===== src/sv/nlms_adaptive_filter_top_defines.svh =====
// Assertion macros shared by the NLMS filter RTL.
// Needs a clock i_clk and an active-low reset i_rst_n in scope at the point of use.
`ifndef NLMS_ADAPTIVE_FILTER_TOP_DEFINES_SVH
`define NLMS_ADAPTIVE_FILTER_TOP_DEFINES_SVH

// same-cycle implication
`define NAF_ASSERT_NOW(lbl, ante, cons, msg) \
    lbl: assert property (@(posedge i_clk) disable iff (!i_rst_n) (ante) |-> (cons)) else $error(msg);

// next-cycle implication
`define NAF_ASSERT_NEXT(lbl, ante, cons, msg) \
    lbl: assert property (@(posedge i_clk) disable iff (!i_rst_n) (ante) |=> (cons)) else $error(msg);

`endif


===== src/sv/naf_ram.sv =====
// Generic single-write, single-read RAM with registered read data.
// No dependencies.
module naf_ram #(
    parameter int W     = 16,
    parameter int DEPTH = 16
) (
    input  logic                                      i_clk,
    input  logic                                      i_we,
    input  logic [((DEPTH > 1) ? $clog2(DEPTH) : 1)-1:0] i_waddr,
    input  logic [W-1:0]                              i_wdata,
    input  logic                                      i_re,
    input  logic [((DEPTH > 1) ? $clog2(DEPTH) : 1)-1:0] i_raddr,
    output logic [W-1:0]                              o_rdata
);
    logic [W-1:0] r_mem [DEPTH];
    logic [W-1:0] r_rdata;

    always_ff @(posedge i_clk) begin
        if (i_we) begin
            r_mem[i_waddr] <= i_wdata;
        end
        if (i_re) begin
            r_rdata <= r_mem[i_raddr];
        end
    end

    assign o_rdata = r_rdata;
endmodule


===== config.mk =====
export PLATFORM = sky130hd
export DESIGN_NAME = naf_ram
export DESIGN_NICKNAME = d
export VERILOG_FILES = /design/src/sv/nlms_adaptive_filter_top_defines.svh /design/src/sv/naf_ram.sv
export SDC_FILE = /design/constraint.sdc
export NUM_CORES = 1
export LEC_CHECK = 0
export BUFFER_PORTS_ARGS = -buffer_cell sky130_fd_sc_hd__buf_4
export CAP_MARGIN = 20
export CORE_MARGIN = 1.5
export CORE_UTILIZATION = 35
export DETAILED_ROUTE_END_ITERATION = 8
export PLACE_DENSITY = 0.61
export SLEW_MARGIN = 20
export SYNTH_ARGS = -nofsm -noshare
export SYNTH_HDL_FRONTEND = slang
export SYNTH_SLANG_ARGS = --single-unit

===== constraint.sdc =====
create_clock -name i_clk -period 6.8 [get_ports i_clk]
set_input_delay 0.68 -clock i_clk [delete_from_list [all_inputs] [get_ports i_clk]]
set_output_delay 0.68 -clock i_clk [all_outputs]
set_load 0.02 [all_outputs]

---- After elaboration in Yosys (flattened, before gate mapping) ----
Memories as Yosys holds them, arrays and structs flattened. A register that Yosys moved wholly into a read port is not among the register bits.
Index checks and enable logic that the tools add are counted.
word-level totals
  input bits .............................. 27
  register bits ........................... 0
  memories kept ........................... 1
  output and inout port bits .............. 16
  bits in writable memories ............... 256
operators by class
  multiplexer cells ....................... 2
memory list
  memory  words  width  read ports  clocked after memory_dff  wr ports  line           source
  r_mem   16     16     1           1                         1         naf_ram.sv:15  logic [W-1:0] r_mem [DEPTH];
operators by type and width
  operator          count
  2-to-1 mux 1 bit  2

---- Logic depth before layout (Yosys ltp) ----
  depth in word-level cells ............... 2
  gate-level depth with buffers ........... 5
  gate-level depth less buffers ........... 3

---- Least setup slack after synthesis ----
OpenSTA, ideal clock, no wires.
  path type ............................... in2reg
  start point ............................. input port i_waddr[2] in the netlist's numbering
  end point ............................... memory r_mem[0][0], enable pin
  path slack .............................. 4.065 ns
  buffers on the path ..................... 0
  stages on the path ...................... 2
  setup time .............................. 0.409 ns
  data arrival time ....................... 2.326 ns
  data required time ...................... 6.391 ns
  cells stage by stage .................... or3b_2 nor3_1
RTL lines
  what                line           source
  start: declaration  naf_ram.sv:9   input logic [((DEPTH > 1) ? $clog2(DEPTH) : 1)-1:0] i_waddr,
  end: declaration    naf_ram.sv:15
No word-level cell before the write port.

==> out/metrics.cfg <==
[route]
wl_per_cell_um=24.1
viasPerCell=5.22
drc_errors=0
wl_um=21800
dr.first_iter.drc_count=442
ant_nets=0
num_vias=4731
dr.pass1.iters=5

[sta]
slew_headroom_pct=30.6
slew_viol_final=0
final.setup.tns_ns=0
fmax_ghz=0.394
fin_skew_ns=0.00806
fin_crit_sh_pct=37.3
finalSetupViolCount=0
rsz0062_at_grt=false
final_hold_viol_count=0
holdWs_ns=0.455
fin_ws_ns=4.26
post-route-min-period_ns=2.54
worst-slew-pin-transition_ns=1.04

[cts]
cts_made_buffers=27
cts.repair.resized=0
cts_hold_buf=0
cts.sink_count=272
cts-root-buf=clkbuf_16
postCtsSetupBuffers=0
cts_tree=yes
clock_path_buffers=3
clk_pin_slew_ns=0.06
clk_latency_ns=0.51
cts_max_level=1

[critical_path]
ff2ff_path_depth=3
worst_ep_arrival_time_ns=2.80
start_kind=input port
reg2reg_slack_ns=5.36
cp-endpoint=o_rdata[7]
path_class=in -> reg
startpoint=i_raddr[0]
worstReg2RegStart=r_mem[1][7]
end_kind=flop
crit_fanout=43
r2r_end=o_rdata[7]
cp.required_ns=7.06

[power_and_ir_drop]
cellPowerDensity_nw_per_um2=290
vdd_ir_drop_max_uv=152
p_leak_uw=0.00381

[die]
die_y_um=174
io_pins=43
coreArea_um2=28700
die_w_um=174
placementRows=62
start_util_pct=35.5
die_area_um2=30200

[min_path]
hp-class=in -> reg
min-delay-start=i_wdata[4]

[global_route]
grt_pass1_wl_um=31900
grt_pass1_vias=4934
grt.overflow.total=0
grt_usage_pct=14.5
grt_max_degree=65
antenna_found_initial=0

[yosys]
yosys.area.top_type_share_pct=80.0
ys_seq_area_share_pct=80.0
synth_area_um2=10200
synth_area_leader_cell=edfxtp_1
syn_area_per_cell_um2=23.6
synth_area_leaders=edfxtp_1, mux4_2, mux4_1, a22oi_1, nand2_1
netlist_instances=432
mappedNetlistNets=459
ys_warn_count=0
ys_seq_elements=272
ys_types=18

[placement]
dpl.hpwl_um=11300
portBuffers=42
gp_congestion=0.686
post-place-cells=857
place_ws_ns=3.67

[run_status]
status=finished, final reports clean

[finish]
num_antenna_cells=0
stdcell_count=906
final_util_pct=41.4
nets=529
syn_to_final_growth_pct=16.6
drive_gt1_share_pct=32.0

[run]
drv_cap=0

final cells by class:
type | count | area [um^2]
Clock buffer | 28 | 679
Fill cell | 2482 | 16800
Multi-Input combinational cell | 139 | 1960
Sequential cell | 272 | 8170
Tap cell | 384 | 480
Clock inverter | 21 | 138
Timing Repair Buffer | 62 | 465
cells by family after synthesis:
family          share of synthesized area (%)
compound gates                           2.35
simple gates                             1.89
mux                                      14.5
flops                                    80.0
buf+inv                                  1.21
worst min-delay path by stage:
stage | end | slack, ns | depth (start not counted)
5_1_grt | r_mem[10][15] | 0.46 | 1
3_3_place_gp | o_rdata[7] | 0.73 | 3
4_1_cts | r_mem[0][4] | 0.44 | 1
6_report | r_mem[0][4] | 0.46 | 1
3_5_place_dp | o_rdata[6] | 0.74 | 3
2_1_floorplan | o_rdata[0] | 0.71 | 3
critical path, cell delays in order:
cell and delay (ns):
buf_4 0.37, buf_4 0.77, mux4_1 0.66, a22oi_1 0.20
nand2_1 0.08
cell usage in the layout, fill, tap and decap left out, types with 5 or more instances in the layout:
| cell | count |
|---|---|
| a22oi_1 | 32 |
| buf_4 | 62 |
| clkbuf_16 | 27 |
| clkinv_1 | 14 |
| clkinv_2 | 5 |
| edfxtp_1 | 272 |
| mux4_1 | 10 |
| mux4_2 | 54 |
| nand2_1 | 17 |
| nor2_2 | 12 |
synthesized netlist by cell type:
master and number:
buf_4 3, or3b_2 1, clkbuf_1 8, edfxtp_1 272, buf_6 4, and2_1 1
nand2b_1 2, mux4_2 54, a22oi_1 32, nand3_1 1, nand3b_1 2, mux4_1 10
nor2_1 13, nand2_1 17, nor3_1 4, buf_2 3, buf_1 3, nor2b_1 2
per-layer routing:
| layer | track usage (%) | vias to the layer above | part of all wire (%) |
|---|---|---|---|
| li1 | - | 1996 | - |
| met1 | 21.3 | 2527 | 45 |
| met2 | 23.0 | 172 | 47 |
| met3 | 2.19 | 36 | 6.0 |
| met4 | 3.45 | 0 | 2.2 |
| met5 | 0 | - | 0 |
power breakdown:
part / internal [uW] / switching (uW)
combinational: 74.7 / 104
sequential: 1890 / 10.6
clock: 792 / 580
registers in the layout (all words and copies together) (netlist names):
register,flops
r_mem,256
o_rdata,16
through the flow:
stage,total power (uW),cell area [um^2]
CTS,3470,11900
detailed placement,2120,11100
global route,3560,11900
floorplan,2030,10200
global placement,2110,11100
finish,3450,11900
No activity file was read; power rests on OpenSTA's default activity.
