<file path="src/sv/nlms_adaptive_filter_top_defines.svh">
// Assertion macros shared by the NLMS filter RTL.
// Needs a clock i_clk and an active-low reset i_rst_n in scope at the point of use.
`ifndef NLMS_ADAPTIVE_FILTER_TOP_DEFINES_SVH
`define NLMS_ADAPTIVE_FILTER_TOP_DEFINES_SVH

// same-cycle implication
`define NAF_ASSERT_NOW(lbl, ante, cons, msg) \
    lbl: assert property (@(posedge i_clk) disable iff (!i_rst_n) (ante) |-> (cons)) else $error(msg);

// next-cycle implication
`define NAF_ASSERT_NEXT(lbl, ante, cons, msg) \
    lbl: assert property (@(posedge i_clk) disable iff (!i_rst_n) (ante) |=> (cons)) else $error(msg);

`endif

</file>
<file path="src/sv/naf_pkg.sv">
// Shared types and fixed widths for the NLMS adaptive filter.
// No dependencies.
package naf_pkg;

    localparam int SAMPLE_W  = 16;
    localparam int COEF_W    = 32;
    localparam int STEP_W    = 16;
    localparam int SE_W      = 32;   // step * error
    localparam int PROD_W    = 48;   // coef * tap, se * tap
    localparam int DIV_SHIFT = 14;
    localparam int QUOT_W    = 46;   // |delta| < 2^46 since energy >= tap^2
    localparam int NUM_W     = QUOT_W + DIV_SHIFT;
    localparam int FRAC_W    = 30;
    localparam int STEP_RST  = 1311;

    typedef enum logic [9:0] {
        ST_CLEAR = 10'b00_0000_0001,
        ST_IDLE  = 10'b00_0000_0010,
        ST_ACC   = 10'b00_0000_0100,
        ST_EST   = 10'b00_0000_1000,
        ST_ERR   = 10'b00_0001_0000,
        ST_SE    = 10'b00_0010_0000,
        ST_RD    = 10'b00_0100_0000,
        ST_MUL   = 10'b00_1000_0000,
        ST_DIV   = 10'b01_0000_0000,
        ST_WR    = 10'b10_0000_0000
    } t_state;

endpackage

</file>
<file path="src/sv/naf_div.sv">
// Restoring divider, one quotient bit per cycle, unsigned.
// Uses naf_pkg. Caller guarantees the quotient fits QUOT_W bits.
module naf_div #(
    parameter int DEN_W = 40
) (
    input  logic                       i_clk,
    input  logic                       i_rst_n,
    input  logic                       i_start,
    input  logic [naf_pkg::NUM_W-1:0]  i_num,
    input  logic [DEN_W-1:0]           i_den,
    output logic                       o_done,
    output logic [naf_pkg::QUOT_W-1:0] o_quot
);
    localparam int QW   = naf_pkg::QUOT_W;
    localparam int CNTW = $clog2(QW);

    logic            r_busy;
    logic            r_done;
    logic [CNTW-1:0] r_cnt;
    logic [DEN_W-1:0] r_rem;
    logic [DEN_W-1:0] r_den;
    logic [QW-1:0]   r_q;

    logic [DEN_W:0]  trial;
    logic [DEN_W:0]  diff;
    logic            ge;

    assign trial = {r_rem, r_q[QW-1]};
    assign diff  = trial - {1'b0, r_den};
    assign ge    = (trial >= {1'b0, r_den});

    always_ff @(posedge i_clk) begin
        if (!i_rst_n) begin
            r_busy <= 1'b0;
            r_done <= 1'b0;
            r_cnt  <= '0;
        end else begin
            r_done <= 1'b0;
            if (i_start) begin
                r_busy <= 1'b1;
                r_cnt  <= CNTW'(QW - 1);
            end else if (r_busy) begin
                r_cnt <= r_cnt - 1'b1;
                if (r_cnt == '0) begin
                    r_busy <= 1'b0;
                    r_done <= 1'b1;
                end
            end
        end
    end

    always_ff @(posedge i_clk) begin
        if (i_start) begin
            r_rem <= DEN_W'(i_num[naf_pkg::NUM_W-1:QW]);
            r_q   <= i_num[QW-1:0];
            r_den <= i_den;
        end else if (r_busy) begin
            r_rem <= ge ? diff[DEN_W-1:0] : trial[DEN_W-1:0];
            r_q   <= {r_q[QW-2:0], ge};
        end
    end

    assign o_done = r_done;
    assign o_quot = r_q;
endmodule

</file>
<file path="config.mk">
export PLATFORM = sky130hd
export DESIGN_NAME = naf_div
export DESIGN_NICKNAME = d
export VERILOG_FILES = /design/src/sv/nlms_adaptive_filter_top_defines.svh /design/src/sv/naf_pkg.sv /design/src/sv/naf_div.sv
export SDC_FILE = /design/constraint.sdc
export NUM_CORES = 1
export LEC_CHECK = 0
export BUFFER_PORTS_ARGS = -buffer_cell sky130_fd_sc_hd__buf_4
export CAP_MARGIN = 5
export CORE_ASPECT_RATIO = 1.4
export CORE_MARGIN = 8
export CORE_UTILIZATION = 50
export DETAILED_ROUTE_END_ITERATION = 16
export PLACE_DENSITY = 0.78
export SLEW_MARGIN = 10
export SYNTH_ARGS = -nofsm -noshare
export SYNTH_HDL_FRONTEND = slang
export SYNTH_SLANG_ARGS = --single-unit
</file>
<file path="constraint.sdc">
create_clock -name i_clk -period 3.9 [get_ports i_clk]
set_input_delay 0.39 -clock i_clk [delete_from_list [all_inputs] [get_ports i_clk]]
set_output_delay 0.39 -clock i_clk [all_outputs]
set_load 0.01 [all_outputs]
</file>
---- Word-level counts from Yosys, hierarchy flattened ----
Index checks and enable logic that the tools add are counted.
word-level totals
  bits in registers ....................... 134
  output and inout bits ................... 47
  ROM bits ................................ 0
  memory bits (writable) .................. 0
  latch bits .............................. 0
  memories ................................ 0
cells by class
  $mul .................................... 0
  add/sub/neg operators ................... 2
  shifts and indexed selects .............. 0
  reductions and logical operators ........ 4
  $lt $le $gt $ge ......................... 1
  bitwise operators ....................... 2
  eq/ne operators ......................... 0
  divide/modulo/power cells ............... 0
  muxes and demuxes ....................... 11
operators by type and width
  cell                   count
  $mux W46               2
  $ge A41 B40 Y1         1
  $mux W40               1
  $sub A40 B40 Y40       1
  $mux W14               2
  $mux W6                2
  $logic_not A6 Y1       1
  $sub A6 B1 Y6 const B  1
  $mux W1                4
  $reduce_or A3 Y1       1
  $not A1 Y1             2
  $reduce_bool A2 Y1     1
  $reduce_or A2 Y1       1

---- Depth between registers and ports, before layout ----
  depth after elaboration ................. 4
  mapped depth ............................ 14

---- Worst setup path before layout ----
OpenSTA, ideal clock, no wires.
  kind .................................... flip-flop to flip-flop
  start ................................... reg r_den[1]
  end ..................................... reg r_rem[10], data pin
  arrival time ............................ 2567 ps
  setup time .............................. 261 ps
  data required time ...................... 3639 ps
  slack ................................... 1072 ps
  stages on the path, launching flop included .. 13
  cell sequence ........................... edfxtp_1 -> inv_1 -> ha_1 -> nor2b_1 -> o2111ai_1 -> a211oi_2 -> o2111ai_1 -> nand3_2 -> a22oi_4 -> o31ai_4 -> buf_4 -> buf_4 -> a221o_1
between the ends
  longest elaborated chain between the ends .. 4
  elaborated cells on any way between the ends .. 5
RTL lines
  element                                                    RTL line                      RTL
  start, declared                                            naf_div.sv:21                 logic [DEN_W-1:0] r_den;
  start signal, assigned                                     naf_div.sv:56                 r_den <= i_den;
  $sub A40 B40 Y40 / $ge A41 B40 Y1 (equally long branches)  naf_div.sv:29, naf_div.sv:30
  $mux W40 (*)                                               naf_div.sv:58                 r_rem <= ge ? diff[DEN_W-1:0] : trial[DEN_W-1:0];
  $mux W14 (*)                                               naf_div.sv:57                 end else if (r_busy) begin
  $mux W14 (*)                                               naf_div.sv:53                 if (i_start) begin
  end signal, assigned                                       naf_div.sv:54                 r_rem <= DEN_W'(i_num[naf_pkg::NUM_W-1:QW]);
  end signal, assigned                                       naf_div.sv:58
  end, declared                                              naf_div.sv:20                 logic [DEN_W-1:0] r_rem;
Mark *: on every way between the ends. The rest lies on a longest branch, timed or not. The select of a mux whose other input is x is not followed.
A chain may end at the register's enable or synchronous reset.

---- Final worst setup path ----
  start ................................... reg r_den[1]
  end ..................................... reg r_rem[1], data pin
The elaborated chain is that of the path after synthesis.

==> qor.txt <==
Final Hold Fails: 0
RSZ-0062 raised after global routing: no
Cell taking the most area after synthesis: edfxtp_1
Die area: 0.0203 sq mm
Critical path class: reg2reg
Cell leakage power: 0.00424 uW
Status: complete, no violations
# rows: 54
Fraction of layout cells with a size suffix above 1: 27.6%
Min Tclk post-route: 3.19 ns
Critical Path RT: 4.08 ns
Max incr delay on CP: 0.43 ns
Setup_tns: 0 ns
# setup viols final: 0
Post-route ant nets: 0
Worst min path class: in2reg
Core Area: 0.0156 sq mm
Hold depth: 1
FMAX: 314 MHz
Post-Synthesis Cells: 760
Root Buffer: clkbuf_16
Drt pass-1 iters: 5
Reg area: 0.00368 sq mm
Gr usage total: 20.1%
CTS Hold Bufs: 0
Hold Slack: 0.137 ns
H-tree depth: 4
Final period util: 81.7%
Routed wire length: 19,900 microns
Total Nets Final: 1,046
TritonCTS Buffers: 17
#FFs+latches synth: 134
Commonest non-fill, non-tap cell in the layout: buf_4
HPWL Detailed: 14,800 microns
Post-synth EDFFs: 100
Crit. End Element: register
Reg2Reg Setup Slack: 0.71 ns
Worst path arrival time: 3.36 ns
Post-cts sizing count: 0
Vias in the first global route: 6,610
Placed insts: 1,077
Gr ovfl total: 0
Post-Syn Area: 0.00797 sq mm
Crit-path leading delay family: compound AO/OA/AOI/OAI gates
Inserted Diodes: 0
Ys Warns: 0
Power consumption: 4740 uW
Reg-to-Reg Start: r_den[1]
Pwr/cell area: 480 mW/mm^2
CP max stage cell: o31a_2
Top FF cell, synth: edfxtp_1
Initial DRC Count: 362
I/O Buffers: 149
Post-Layout Cell Count: 1,109
Commonest cells after routing, fill and taps aside: buf_4 (157), edfxtp_1 (100), nor2_1 (64)
Crit start category: register
Top post-synthesis cells by area: edfxtp_1 (38%), dfxtp_1 (8.5%), mux2_2 (7.1%)
Initial Util: 51.1%
Share of the synthesized area in the top cell type: 37.7%
Area of the multi-input gates: 0.00391 sq mm
DIE WIDTH: 123 microns
Final Max Slew Viols: 0
Die height: 165 microns
Later-pin clock latency in the skew report: 0.43 ns
Post-DR wirelength/cell: 17.9 microns
Design Area, Final: 0.00988 sq mm
Gp weighted congestion: 0.927
Initial antenna violation count: 0
Io pins: 150
Largest net degree at the start of global routing: 90
End of the worst hold path: r_den[31]
Placed cell area: 0.00924 sq mm
P&R area growth vs syn: 23.9%
Post-synth net total: 906
Max-cap violations: 0
Netlist cell types: 67
Setup Fix Bufs, Post-CTS: 0
FF-to-FF path depth: 11
CTS tree: built
Reg-to-Reg End: r_rem[1]
Crit Path Max Fanout: 14
Worst vdd ir: 0.294 mV
Most frequent CP cell: o2111ai_1
Worst slew pin tran: 1.06 ns
# DRC: 0
Clock skew: 0.00968 ns
# clock sinks: 134
Ys async rst share: 0%
Slew HR: 29.4%
Worst-path clk slew: 0.06 ns
First-pass GRT wire length: 32,100 microns
DR vias: 6,346
Clock Tree Buf Depth: 2
Routed vias/inst: 5.72
Buf+Inv Stages, Crit Path: 1
Avg Inst Size Synth: 10.5 sq um
Seq/Total Area, Yosys: 46.2%
Hold Startpoint: i_den[31]
Critical-path cell list: inv_1 > ha_1 > nor2b_1 > o2111ai_1 > a211oi_2 > o2111ai_1 > nand3_2 > a22oi_4 > o31a_2 > mux2i_1 > mux2_2
Total of fill cells in the finished design: 1,290
## report_power, final
group          internal, uW  switching (uW)
clock                  1090             676
combinational           546             656
sequential             1700            77.0
total                  3330            1410
## kinds of logic after synthesis
logic type | share of synthesized area [%]
xor+xnor | 3.51
flops | 46.2
simple gates | 12.7
buf+inv | 4.72
fa+ha+maj | 6.84
compound gates | 16.6
mux | 9.45
## Yosys cell counts (5+ instances only)
master	n
clkbuf_1	16
nand2_1	46
o21a_1	7
ha_1	42
nor2_1	64
nor3b_1	12
nor4_1	5
a31oi_1	10
buf_1	8
dfxtp_1	34
xnor2_1	19
a21oi_1	38
mux2i_1	19
a21o_1	21
edfxtp_1	100
nor3_1	12
xor2_1	13
nor2b_1	8
o21ai_0	17
o211ai_1	8
o21ai_1	8
inv_1	57
and3_1	10
buf_2	7
a211oi_1	16
buf_4	5
nand3_1	13
o21bai_1	5
nand2b_1	5
a221o_1	11
mux2_2	50
nand4_1	12
## stage by stage
stage,util (%),setup WS [ns]
after floorplan,-,1.07
after global placement,59.2,0.807
after detailed placement,59.2,0.738
after CTS,63.3,0.725
after global routing,63.3,0.334
final,63.3,0.713
## registers in the layout (all words and copies together), names as in the netlist
register,count
r_cnt,6
r_busy,1
r_rem,40
o_done,1
o_quot,46
r_den,40
## routing by layer
layer / vias up / wire [microns] / track usage, % / part of all wire (%)
met5: - / 0 / 0 / 0
met4: 0 / 503 / 7.95 / 2.5
met3: 34 / 1580 / 7.93 / 7.9
met2: 192 / 9980 / 34.6 / 50
met1: 3001 / 7830 / 21.7 / 39
li1: 3119 / - / - / -
## worst max-delay path by stage
stage | end | start | slack (ns) | cells past startpoint
finish | r_rem[1] | r_den[1] | 0.71 | 11
CTS | r_rem[1] | r_den[1] | 0.72 | 11
detailed placement | r_rem[39] | r_den[1] | 0.74 | 12
floorplan | r_rem[10] | r_den[1] | 1.07 | 12
global route | r_rem[39] | r_den[1] | 0.33 | 12
global placement | r_rem[1] | r_den[1] | 0.81 | 11
## worst reg2reg max path: stages, from the launching register on
cell and delay, ns:
edfxtp_1 0.41, inv_1 0.08, ha_1 0.23, nor2b_1 0.15, o2111ai_1 0.31, a211oi_2 0.14, o2111ai_1 0.33, nand3_2 0.18
a22oi_4 0.26, o31a_2 0.43, mux2i_1 0.14, mux2_2 0.27
## cell type report
type	instances	share of cell area, %
clock buffers	17	4.31
clock inverters	15	2.18
inverters	57	2.17
multi-input cells	533	39.6
flip-flops and latches	134	37.3
well taps	196	2.48
repair buffers	157	11.9
(Power assumes the default switching activity.)
